**src/rtl/i2cmbe_pkg.sv**
```systemverilog
// Shared types and constants for the I2C master byte engine.
// No dependencies.
package i2cmbe_pkg;

    localparam int OP_W        = 2;
    localparam int HOLD_W      = 16;
    localparam int BYTE_W      = 8;
    localparam int CFG_IDX_W   = 2;
    localparam int CFG_DATA_W  = 16;
    localparam int PHASE_IDX_W = 5;

    // bus commands
    localparam logic [OP_W-1:0] OP_START = 2'd0;
    localparam logic [OP_W-1:0] OP_STOP  = 2'd1;
    localparam logic [OP_W-1:0] OP_WRITE = 2'd2;
    localparam logic [OP_W-1:0] OP_READ  = 2'd3;

    // config register indexes
    localparam logic [CFG_IDX_W-1:0] CFG_HALF_PERIOD = 2'd0;
    localparam logic [CFG_IDX_W-1:0] CFG_READ_GAP    = 2'd1;

    localparam logic [HOLD_W-1:0] HALF_PERIOD_RST = 16'd250;
    localparam logic [HOLD_W-1:0] READ_GAP_RST    = 16'd10000;

    // phase slots of note
    localparam logic [PHASE_IDX_W-1:0] IDX_FIRST    = 5'd0;
    localparam logic [PHASE_IDX_W-1:0] IDX_BITS_END = 5'd16;
    localparam logic [PHASE_IDX_W-1:0] IDX_WR_PRE   = 5'd17;
    localparam logic [PHASE_IDX_W-1:0] IDX_WR_ACK   = 5'd18;

    typedef enum logic [1:0] {
        HOLD_ZERO = 2'd0,
        HOLD_HALF = 2'd1,
        HOLD_GAP  = 2'd2
    } t_hold_sel;

    typedef struct packed {
        logic      scl;
        logic      sda;
        logic      drv;
        t_hold_sel hold_sel;
        logic      rotate;    // advance the shift register after this phase
        logic      rx_flag;   // show the received byte
        logic      ack_flag;  // show the write acknowledge result
        logic      last;
    } t_phase;

    typedef enum logic [1:0] {
        ST_IDLE = 2'b01,
        ST_RUN  = 2'b10
    } t_state;

endpackage

```
**src/rtl/i2cmbe_phase_gen.sv**
```systemverilog
// Phase decoder: maps command and phase slot to line levels and flags.
// Depends on i2cmbe_pkg.
module i2cmbe_phase_gen (
    input  logic [i2cmbe_pkg::OP_W-1:0]        i_op,
    input  logic [i2cmbe_pkg::PHASE_IDX_W-1:0] i_idx,
    input  logic                               i_bit_msb,
    input  logic                               i_send_ack,
    input  logic                               i_sda_now,
    input  logic                               i_drv_now,
    output i2cmbe_pkg::t_phase                 o_phase
);

    always_comb begin
        o_phase          = '0;
        o_phase.hold_sel = i2cmbe_pkg::HOLD_ZERO;
        unique case (i_op)
            i2cmbe_pkg::OP_START: begin
                o_phase.scl = 1'b1;
                o_phase.drv = 1'b1;
                if (i_idx == i2cmbe_pkg::IDX_FIRST) begin
                    o_phase.sda      = 1'b1;
                    o_phase.hold_sel = i2cmbe_pkg::HOLD_HALF;
                end else begin
                    o_phase.last = 1'b1;
                end
            end
            i2cmbe_pkg::OP_STOP: begin
                o_phase.scl = 1'b1;
                o_phase.drv = 1'b1;
                if (i_idx == i2cmbe_pkg::IDX_FIRST) begin
                    o_phase.hold_sel = i2cmbe_pkg::HOLD_HALF;
                end else begin
                    o_phase.sda  = 1'b1;
                    o_phase.last = 1'b1;
                end
            end
            i2cmbe_pkg::OP_WRITE: begin
                if (i_idx == i2cmbe_pkg::IDX_FIRST) begin
                    o_phase.sda = i_sda_now;
                    o_phase.drv = i_drv_now;
                end else if (i_idx <= i2cmbe_pkg::IDX_BITS_END) begin
                    // odd slots clock high, even slots clock low
                    o_phase.scl      = i_idx[0];
                    o_phase.sda      = i_bit_msb;
                    o_phase.drv      = i_drv_now;
                    o_phase.hold_sel = i2cmbe_pkg::HOLD_HALF;
                    o_phase.rotate   = ~i_idx[0];
                end else if (i_idx == i2cmbe_pkg::IDX_WR_PRE) begin
                    o_phase.drv = 1'b1;
                end else if (i_idx == i2cmbe_pkg::IDX_WR_ACK) begin
                    o_phase.scl      = 1'b1;
                    o_phase.hold_sel = i2cmbe_pkg::HOLD_HALF;
                end else begin
                    o_phase.drv      = 1'b1;
                    o_phase.ack_flag = 1'b1;
                    o_phase.last     = 1'b1;
                end
            end
            i2cmbe_pkg::OP_READ: begin
                if (i_idx < i2cmbe_pkg::IDX_BITS_END) begin
                    o_phase.scl      = ~i_idx[0];
                    o_phase.sda      = i_sda_now;
                    o_phase.hold_sel = i2cmbe_pkg::HOLD_HALF;
                    o_phase.rotate   = i_idx[0];
                end else if (i_idx == i2cmbe_pkg::IDX_BITS_END && i_send_ack) begin
                    o_phase.scl      = 1'b1;
                    o_phase.drv      = 1'b1;
                    o_phase.hold_sel = i2cmbe_pkg::HOLD_HALF;
                end else begin
                    o_phase.sda      = i_sda_now;
                    o_phase.drv      = i_drv_now;
                    o_phase.hold_sel = i2cmbe_pkg::HOLD_GAP;
                    o_phase.rx_flag  = 1'b1;
                    o_phase.last     = 1'b1;
                end
            end
            default: o_phase = '0;
        endcase
    end

endmodule

```
**src/rtl/i2c_master_byte_engine_unit.sv**
```systemverilog
// Top level of the I2C master byte engine.
// Depends on i2cmbe_pkg and i2cmbe_phase_gen.
//
// Usage:
//  - Input channel (i_in_valid / o_in_ready) takes one bus command per word:
//    start, stop, write byte or read byte, plus the slave's response levels.
//  - Output channel (o_out_valid / i_out_ready) gives one word per line
//    phase: SCL level, SDA level, SDA drive enable and hold count. The final
//    phase of a command has o_last_phase set and carries rx_byte (read) or
//    ack_ok (write); both read zero on every other phase.
//  - Config channel (i_cfg_valid / o_cfg_ready, always ready) writes
//    half_period (index 0) or read_gap (index 1); other indexes are ignored.
// Sequence: a command emits 2 phases (start/stop), 17 or 18 (read) or 20
// (write). Once it is accepted, each phase is registered into the output
// word register whenever that register is free or being drained. The phase
// sequencer with its one 8-bit rotate register takes no new command while
// it runs; o_in_ready is high only while the sequencer is idle.
// A stall on i_out_ready freezes the sequencer; the pending word holds.
// Reset (synchronous, active low) returns to idle with the carried SDA state
// high and driven, half_period = 250, read_gap = 10000, and no word pending.
module i2c_master_byte_engine_unit (
    input  logic                               i_clk,
    input  logic                               i_rst_n,
    // command input
    input  logic                               i_in_valid,
    output logic                               o_in_ready,
    input  logic [i2cmbe_pkg::OP_W-1:0]        i_op,
    input  logic [i2cmbe_pkg::BYTE_W-1:0]      i_tx_byte,
    input  logic                               i_send_ack,
    input  logic [i2cmbe_pkg::BYTE_W-1:0]      i_slave_bits,
    input  logic                               i_slave_sda_at_ack,
    // phase output
    output logic                               o_out_valid,
    input  logic                               i_out_ready,
    output logic                               o_scl_level,
    output logic                               o_sda_level,
    output logic                               o_sda_drive,
    output logic [i2cmbe_pkg::HOLD_W-1:0]      o_hold_cycles,
    output logic [i2cmbe_pkg::BYTE_W-1:0]      o_rx_byte,
    output logic                               o_ack_ok,
    output logic                               o_last_phase,
    // config write
    input  logic                               i_cfg_valid,
    output logic                               o_cfg_ready,
    input  logic [i2cmbe_pkg::CFG_IDX_W-1:0]   i_cfg_index,
    input  logic [i2cmbe_pkg::CFG_DATA_W-1:0]  i_cfg_data
);

    i2cmbe_pkg::t_state r_state, n_state;

    // config registers
    logic [i2cmbe_pkg::HOLD_W-1:0] r_half_period;
    logic [i2cmbe_pkg::HOLD_W-1:0] r_read_gap;

    // latched command
    logic [i2cmbe_pkg::OP_W-1:0]   r_op;
    logic                          r_send_ack;
    logic                          r_sack;
    logic [i2cmbe_pkg::BYTE_W-1:0] r_shift;   // tx byte or slave bits, rotated per bit

    // sequencer
    logic [i2cmbe_pkg::PHASE_IDX_W-1:0] r_idx;

    // SDA line state carried across commands
    logic r_sda, r_drv;

    // output word register
    logic                          r_out_valid;
    logic                          r_o_scl, r_o_sda, r_o_drv;
    logic [i2cmbe_pkg::HOLD_W-1:0] r_o_hold;
    logic [i2cmbe_pkg::BYTE_W-1:0] r_o_rx;
    logic                          r_o_ack;
    logic                          r_o_last;

    i2cmbe_pkg::t_phase            w_phase;
    logic                          w_accept;
    logic                          w_emit;
    logic [i2cmbe_pkg::HOLD_W-1:0] w_hold;

    i2cmbe_phase_gen u_phase_gen (
        .i_op       (r_op),
        .i_idx      (r_idx),
        .i_bit_msb  (r_shift[i2cmbe_pkg::BYTE_W-1]),
        .i_send_ack (r_send_ack),
        .i_sda_now  (r_sda),
        .i_drv_now  (r_drv),
        .o_phase    (w_phase)
    );

    assign o_in_ready  = (r_state == i2cmbe_pkg::ST_IDLE);
    assign o_cfg_ready = 1'b1;
    assign w_accept    = i_in_valid && o_in_ready;
    // in ST_RUN, emit a phase whenever the output register is free or being drained
    assign w_emit      = (r_state == i2cmbe_pkg::ST_RUN) && (!r_out_valid || i_out_ready);

    always_comb begin
        case (w_phase.hold_sel)
            i2cmbe_pkg::HOLD_HALF: w_hold = r_half_period;
            i2cmbe_pkg::HOLD_GAP:  w_hold = r_read_gap;
            default:               w_hold = '0;
        endcase
    end

    always_comb begin
        n_state = r_state;
        unique case (r_state)
            i2cmbe_pkg::ST_IDLE: if (w_accept) begin
                n_state = i2cmbe_pkg::ST_RUN;
            end
            i2cmbe_pkg::ST_RUN: if (w_emit && w_phase.last) begin
                n_state = i2cmbe_pkg::ST_IDLE;
            end
            default: n_state = i2cmbe_pkg::ST_IDLE;
        endcase
    end

    // control state
    always_ff @(posedge i_clk) begin
        if (!i_rst_n) begin
            r_state       <= i2cmbe_pkg::ST_IDLE;
            r_out_valid   <= 1'b0;
            r_sda         <= 1'b1;
            r_drv         <= 1'b1;
            r_half_period <= i2cmbe_pkg::HALF_PERIOD_RST;
            r_read_gap    <= i2cmbe_pkg::READ_GAP_RST;
        end else begin
            r_state <= n_state;
            if (w_emit) begin
                r_out_valid <= 1'b1;
                r_sda       <= w_phase.sda;
                r_drv       <= w_phase.drv;
            end else if (i_out_ready) begin
                r_out_valid <= 1'b0;
            end
            if (i_cfg_valid) begin
                unique case (i_cfg_index)
                    i2cmbe_pkg::CFG_HALF_PERIOD: r_half_period <= i_cfg_data;
                    i2cmbe_pkg::CFG_READ_GAP:    r_read_gap    <= i_cfg_data;
                    default: ;
                endcase
            end
        end
    end

    // command latch, sequencer index and output payload
    always_ff @(posedge i_clk) begin
        if (w_accept) begin
            r_op       <= i_op;
            r_send_ack <= i_send_ack;
            r_sack     <= i_slave_sda_at_ack;
            r_shift    <= (i_op == i2cmbe_pkg::OP_READ) ? i_slave_bits : i_tx_byte;
            r_idx      <= i2cmbe_pkg::IDX_FIRST;
        end else if (w_emit) begin
            r_idx <= r_idx + 1'b1;
            if (w_phase.rotate) begin
                // rotate: write sends MSB each bit, read ends back at the full byte
                r_shift <= {r_shift[i2cmbe_pkg::BYTE_W-2:0], r_shift[i2cmbe_pkg::BYTE_W-1]};
            end
        end
        if (w_emit) begin
            r_o_scl  <= w_phase.scl;
            r_o_sda  <= w_phase.sda;
            r_o_drv  <= w_phase.drv;
            r_o_hold <= w_hold;
            r_o_rx   <= w_phase.rx_flag ? r_shift : '0;
            r_o_ack  <= w_phase.ack_flag & ~r_sack;
            r_o_last <= w_phase.last;
        end
    end

    assign o_out_valid   = r_out_valid;
    assign o_scl_level   = r_o_scl;
    assign o_sda_level   = r_o_sda;
    assign o_sda_drive   = r_o_drv;
    assign o_hold_cycles = r_o_hold;
    assign o_rx_byte     = r_o_rx;
    assign o_ack_ok      = r_o_ack;
    assign o_last_phase  = r_o_last;

endmodule

```
**config.mk**
```make
export PLATFORM = sky130hd
export DESIGN_NAME = i2c_master_byte_engine_unit
export DESIGN_NICKNAME = d
export VERILOG_FILES = /design/src/rtl/i2cmbe_pkg.sv /design/src/rtl/i2cmbe_phase_gen.sv /design/src/rtl/i2c_master_byte_engine_unit.sv
export SDC_FILE = /design/constraint.sdc
export NUM_CORES = 1
export LEC_CHECK = 0
export BUFFER_PORTS_ARGS = -buffer_cell sky130_fd_sc_hd__buf_4
export CORE_ASPECT_RATIO = 1.5
export CORE_MARGIN = 4
export CORE_UTILIZATION = 55
export DETAILED_ROUTE_END_ITERATION = 16
export PLACE_DENSITY_LB_ADDON = 0.2
export SYNTH_ARGS = -nofsm -noshare
export SYNTH_HDL_FRONTEND = slang
export SYNTH_SLANG_ARGS = --single-unit
```
**constraint.sdc**
```tcl
create_clock -name i_clk -period 7.24 [get_ports i_clk]
set_input_delay 1.448 -clock i_clk [delete_from_list [all_inputs] [get_ports i_clk]]
set_output_delay 1.448 -clock i_clk [all_outputs]
set_load 0.1 [all_outputs]
```
Word-level counts from Yosys, hierarchy flattened
Cells that the tools add are included.

Add/subtract/negate cells: 1. Magnitude comparators: 2. Eq/ne operators: 14. Multiplexer cells: 44. Bitwise operators: 3. Reduce and logical (&&, ||, !) cells: 17.

Operators by type and width (number): 8-bit two-way mux (4); 16-bit one-hot mux with 2 select lines (1); 1-bit two-way mux (22); 2-bit two-way mux (10); 5-bit one-hot mux with 4 select lines (1); 5-bit == test (second input constant) (3); 2-bit == test (second input constant) (5); 3-bit two-way mux (3); 2-bit by 1-bit == test with 1-bit output (second input constant) (4); 2-bit AND reduction (4); 2-bit nonzero test (3); 5-bit by 1-bit adder with 5-bit output (second input constant) (1); 5-bit <= comparator (second input constant) (1); 5-bit logical NOT (1); 5-bit < comparator (second input constant) (1); 1-bit logical AND (4); 2-bit logical NOT (2); 2-bit by 1-bit != test with 1-bit output (second input constant) (2); 2-bit one-hot mux with 2 select lines (1); 1-bit one-hot mux with 3 select lines (1); 1-bit NOT (2); 1-bit one-hot mux with 2 select lines (1); 2-bit OR reduction (1); 1-bit AND (1); other kinds (2) (2).

Flip-flop bits (word level): 83. Bits of input ports: 43. Output and inout bits: 32. Word-level logic and storage cells: 99.

Depth between registers and ports, before layout
Word-level depth: 9. Gate-level depth with buffers: 12. Depth with buffers taken out: 9.

Modules after synthesis
Synthesis repeated with hierarchy kept, for this count alone.

Cell total of the unflattened synthesis: 361. Area total of the unflattened synthesis: 3634.7 sq um.

By module, submodules not included: i2c_master_byte_engine_unit (instances 1, cells each 311, area each 3310.7 sq um, sequential area each 2072.0 sq um); i2cmbe_phase_gen (instances 1, cells each 50, area each 324.1 sq um, sequential area each 0.0 sq um).

Least setup slack after synthesis
Ideal clock, no wire load.

Kind: in2reg. From: input i_out_ready. To: register r_shift[0] in the netlist's numbering (enable). Setup time: 374 ps. Data arrival time: 2788 ps. Required time: 6866 ps. Path slack: 4078 ps. Cell stages on the path: 5. Buffers on the path: 1. Cells stage by stage: nand2b_1 -> and2_1 -> buf_2 -> nand2_1 -> o21ai_1.

Longest elaborated chain between the ends: 4.

RTL lines: start: declaration (RTL line i2c_master_byte_engine_unit.sv:34) `input logic i_out_ready,`; 1-bit logical OR (RTL line i2c_master_byte_engine_unit.sv:94) `assign w_emit = (r_state == i2cmbe_pkg::ST_RUN) && (!r_out_valid || i_out_ready);`; 1-bit logical AND (RTL line i2c_master_byte_engine_unit.sv:94); named net w_emit (RTL line i2c_master_byte_engine_unit.sv:77) `logic w_emit;`; 2-bit nonzero test (no source line); 2-bit AND reduction (no source line); end signal: assignment (RTL line i2c_master_byte_engine_unit.sv:151) `r_shift <= (i_op == i2cmbe_pkg::OP_READ) ? i_slave_bits : i_tx_byte;`; end signal: assignment (RTL line i2c_master_byte_engine_unit.sv:157) `r_shift <= {r_shift[i2cmbe_pkg::BYTE_W-2:0], r_shift[i2cmbe_pkg::BYTE_W-1]};`; end: declaration (RTL line i2c_master_byte_engine_unit.sv:59) `logic [i2cmbe_pkg::BYTE_W-1:0] r_shift;`.

The timed path passes the listed nets, and every way through them passes these cells. A chain may end at the register's enable or synchronous reset.

Worst setup path in the final report
From: input i_out_ready. To: register r_shift[0] in the netlist's numbering (enable).

Longest elaborated chain between the ends: 4.

RTL lines (RTL line): 1-bit logical OR (i2c_master_byte_engine_unit.sv:94); 1-bit logical AND (i2c_master_byte_engine_unit.sv:94); 2-bit nonzero test (no source line); 2-bit AND reduction (no source line).

Every way passes these cells.

==> results.tsv <==
stage	metric	value	unit
global_route	grt_pass1_vias	2691	
floorplan	core-area	6490	sq um
global_route	grt_overflow	0	
setup_path	crit_slowest_cell	o21ai_1	
synthesis	synth_top_area_share	33.5	%
finish	num-fill-cells	542	
detailed_routing	vias	2828	
worst_hold_path	min_path_type	reg2reg	
finish	area_delta_synth_final	18.9	%
synthesis	syn-num-nets	415	
timing	setup_viol	0	
synthesis	netlist_area	3670	sq um
cts	path_clk_slew	0.07	ns
finish	fin_area	4370	sq um
timing	finClkSkew	0.0129	ns
cts	cts_tree	built	
floorplan	io_pins	75	
cts	clock_latency	0.36	ns
finish	final_common_cell	nand2_1	
timing	tightest_slew	1.03	ns
cts	ctsLongestPathBuffers	2	
detailed_routing	drcViolationCount	0	
placement	gp_congestion	0.879	
timing	final-hold-violation-count	0	
detailed_routing	dr.pass1.iters	4	
cts	cts_setup_buffers	0	
run	maxCapViolations	0	
floorplan	num_rows	36	
placement	place_area	4200	sq um
setup_path	worstSetupPathType	in2reg	
synthesis	synth_area_leaders	edfxtp_1, dfxtp_1, nand2_1	
setup_path	crit_top_cell	buf_4	
setup_path	crit_family	compound AO/OA/AOI/OAI gates	
pwr	ir_worst_vdd	0.149	mV
placement	pre_cts_ws	3.92	ns
floorplan	die_y	108	um
pwr	p_leak	0.00175	uW
synthesis	synth_ff_type	dfxtp_1	
cts	hold_buffers	0	
timing	holdWs	0.459	ns
synthesis	synthDistinctLibCells	46	
finish	layout.cells.non_filler	505	
synthesis	synth-edff-count	41	
finish	drive_above_1_share	21.4	%
setup_path	cp_cell_sequence	buf_4 -> nand2b_1 -> and2_1 -> buf_4 -> nand2_1 -> o21ai_1	
placement	dp_hpwl	5420	um
setup_path	cp-start-kind	primary input	
detailed_routing	wirelength	7780	um
detailed_routing	wl_per_cell	15.4	um
placement	numPortBuffers	73	
pwr	power_density	218	nW/um^2
setup_path	path_buf_inv	2	
setup_path	r2r.worst_path.cells	8	
finish	nNetsFinal	473	
synthesis	ys_seq_elements	83	
cts	cts_resized	0	
synthesis	yosysTopAreaCell	edfxtp_1	
global_route	antenna_found_initial	0	
synthesis	ys_seq_area_share	56.4	%
timing	period_share	40.7	%
placement	place_inst	489	
worst_hold_path	whs_path_depth	2	
timing	layout_min_cycle_time	2.94	ns
setup_path	crit_cells	6	
finish	final_cell_mix	nand2_1, buf_4, dfxtp_1	
timing	slew_violations	0	
setup_path	arrival	2.93	ns
synthesis	ys_warn_count	0	
floorplan	initial_core_util	56.6	%
run_status	status	complete, no violations	
timing	max_freq	340	MHz
setup_path	slowest_delay	0.54	ns
detailed_routing	drt-initial-drc-count	287	
floorplan	die_w	74.7	um
timing	fin_ws	4.30	ns
finish	multiInputGateArea	1460	sq um
setup_path	cp_data_required_time	7.23	ns
detailed_routing	final_antenna_net_count	0	
synthesis	async_flop_share	0	%
cts	clock-root-buffer	clkbuf_8	
timing	final.setup.tns	0	ns
floorplan	die_area	8070	sq um
setup_path	critPathMaxFanout	36	
timing	slew_headroom	31.4	%
synthesis	syn_inst	366	
global_route	grt_pass1_wl	12500	um
cts	clock_sink_count	83	
setup_path	cp-end-kind	register	
cts	h-tree-depth	3	
detailed_routing	vias_per_cell	5.60	
finish	regArea	2070	sq um
timing	rsz0062_at_grt	false	
cts	numCtsBuffers	9	
synthesis	syn_area_per_cell	10.0	sq um
global_route	grt_max_degree	39	
finish	diodes	0	
global_route	track_usage	20.3	%
## cell usage after synthesis (8+ instances only)
library cell and number:
clkbuf_1 20, and2_1 9, a21boi_0 13, nand2_1 82, nor2_1 22, o21ai_0 12, dfxtp_1 42, mux2i_1 8
nand3_1 14, a22oi_1 16, a21boi_1 9, edfxtp_1 41
## where the power goes
part,internal (uW),switching [uW]
clock network,124,163
logic,47.2,91.1
registers,515,12.4
## state kept, by name, indices dropped and copies added, names as in the netlist, 2 cells and up
name and count:
r_shift 8, r_read_gap 16, r_half_period 16, r_op 2
r_state 2, r_idx 5, o_hold_cycles 16, o_rx_byte 8
## per-stage QoR
stage	utilization (%)	power, uW
6_report	67.3	952
5_1_grt	67.3	987
4_1_cts	67.3	953
3_5_place_dp	64.8	677
3_3_place_gp	64.8	673
2_1_floorplan	-	633
## layout make-up
class	count	area share, %
Multi-Input combinational cell	249	33.3
Tap cell	76	2.18
Timing Repair Buffer	74	12.7
Sequential cell	83	47.4
Inverter	7	0.602
Clock buffer	11	3.01
Clock inverter	5	0.716
## worst reg2reg max path, cell delays in order, from the launching register on
cell     delay (ns)
dfxtp_1        0.39
inv_1          0.15
ha_1           0.18
nor4b_1        0.55
o21ai_0        0.22
a21o_1         0.22
ha_1           0.42
a22oi_1        0.29
nor2_1         0.07
## path summary, 6_finish.rpt
check / from / endpoint / slack, ns
max: i_out_ready / r_shift[0] / 4.30
min: r_half_period[15] / r_half_period[15] / 0.46
max reg2reg: r_idx[0] / o_hold_cycles[0] / 4.47
min reg2reg: r_half_period[15] / r_half_period[15] / 0.46
## cells by family after synthesis
family	Yosys count	share of synthesized area, %
AOI/OAI and AO/OA	75	14.5
xor gates and xnor gates	4	0.954
adders and majority gates	6	2.04
buffers and inverters	34	3.95
DFF	83	56.4
muxes	8	2.18
other	1	0.102
and+or+nand+nor	155	19.8
## layer usage
metal | routed length, um | up-vias | GRT usage (%) | part of all wire [%]
met1 | 3030 | 1341 | 22.6 | 39
met5 | 0 | - | 0 | 0
li1 | - | 1395 | - | -
met4 | 168 | 0 | 10.8 | 2.2
met3 | 388 | 11 | 2.98 | 5.0
met2 | 4190 | 81 | 36.2 | 54
(Power assumes the default switching activity.)
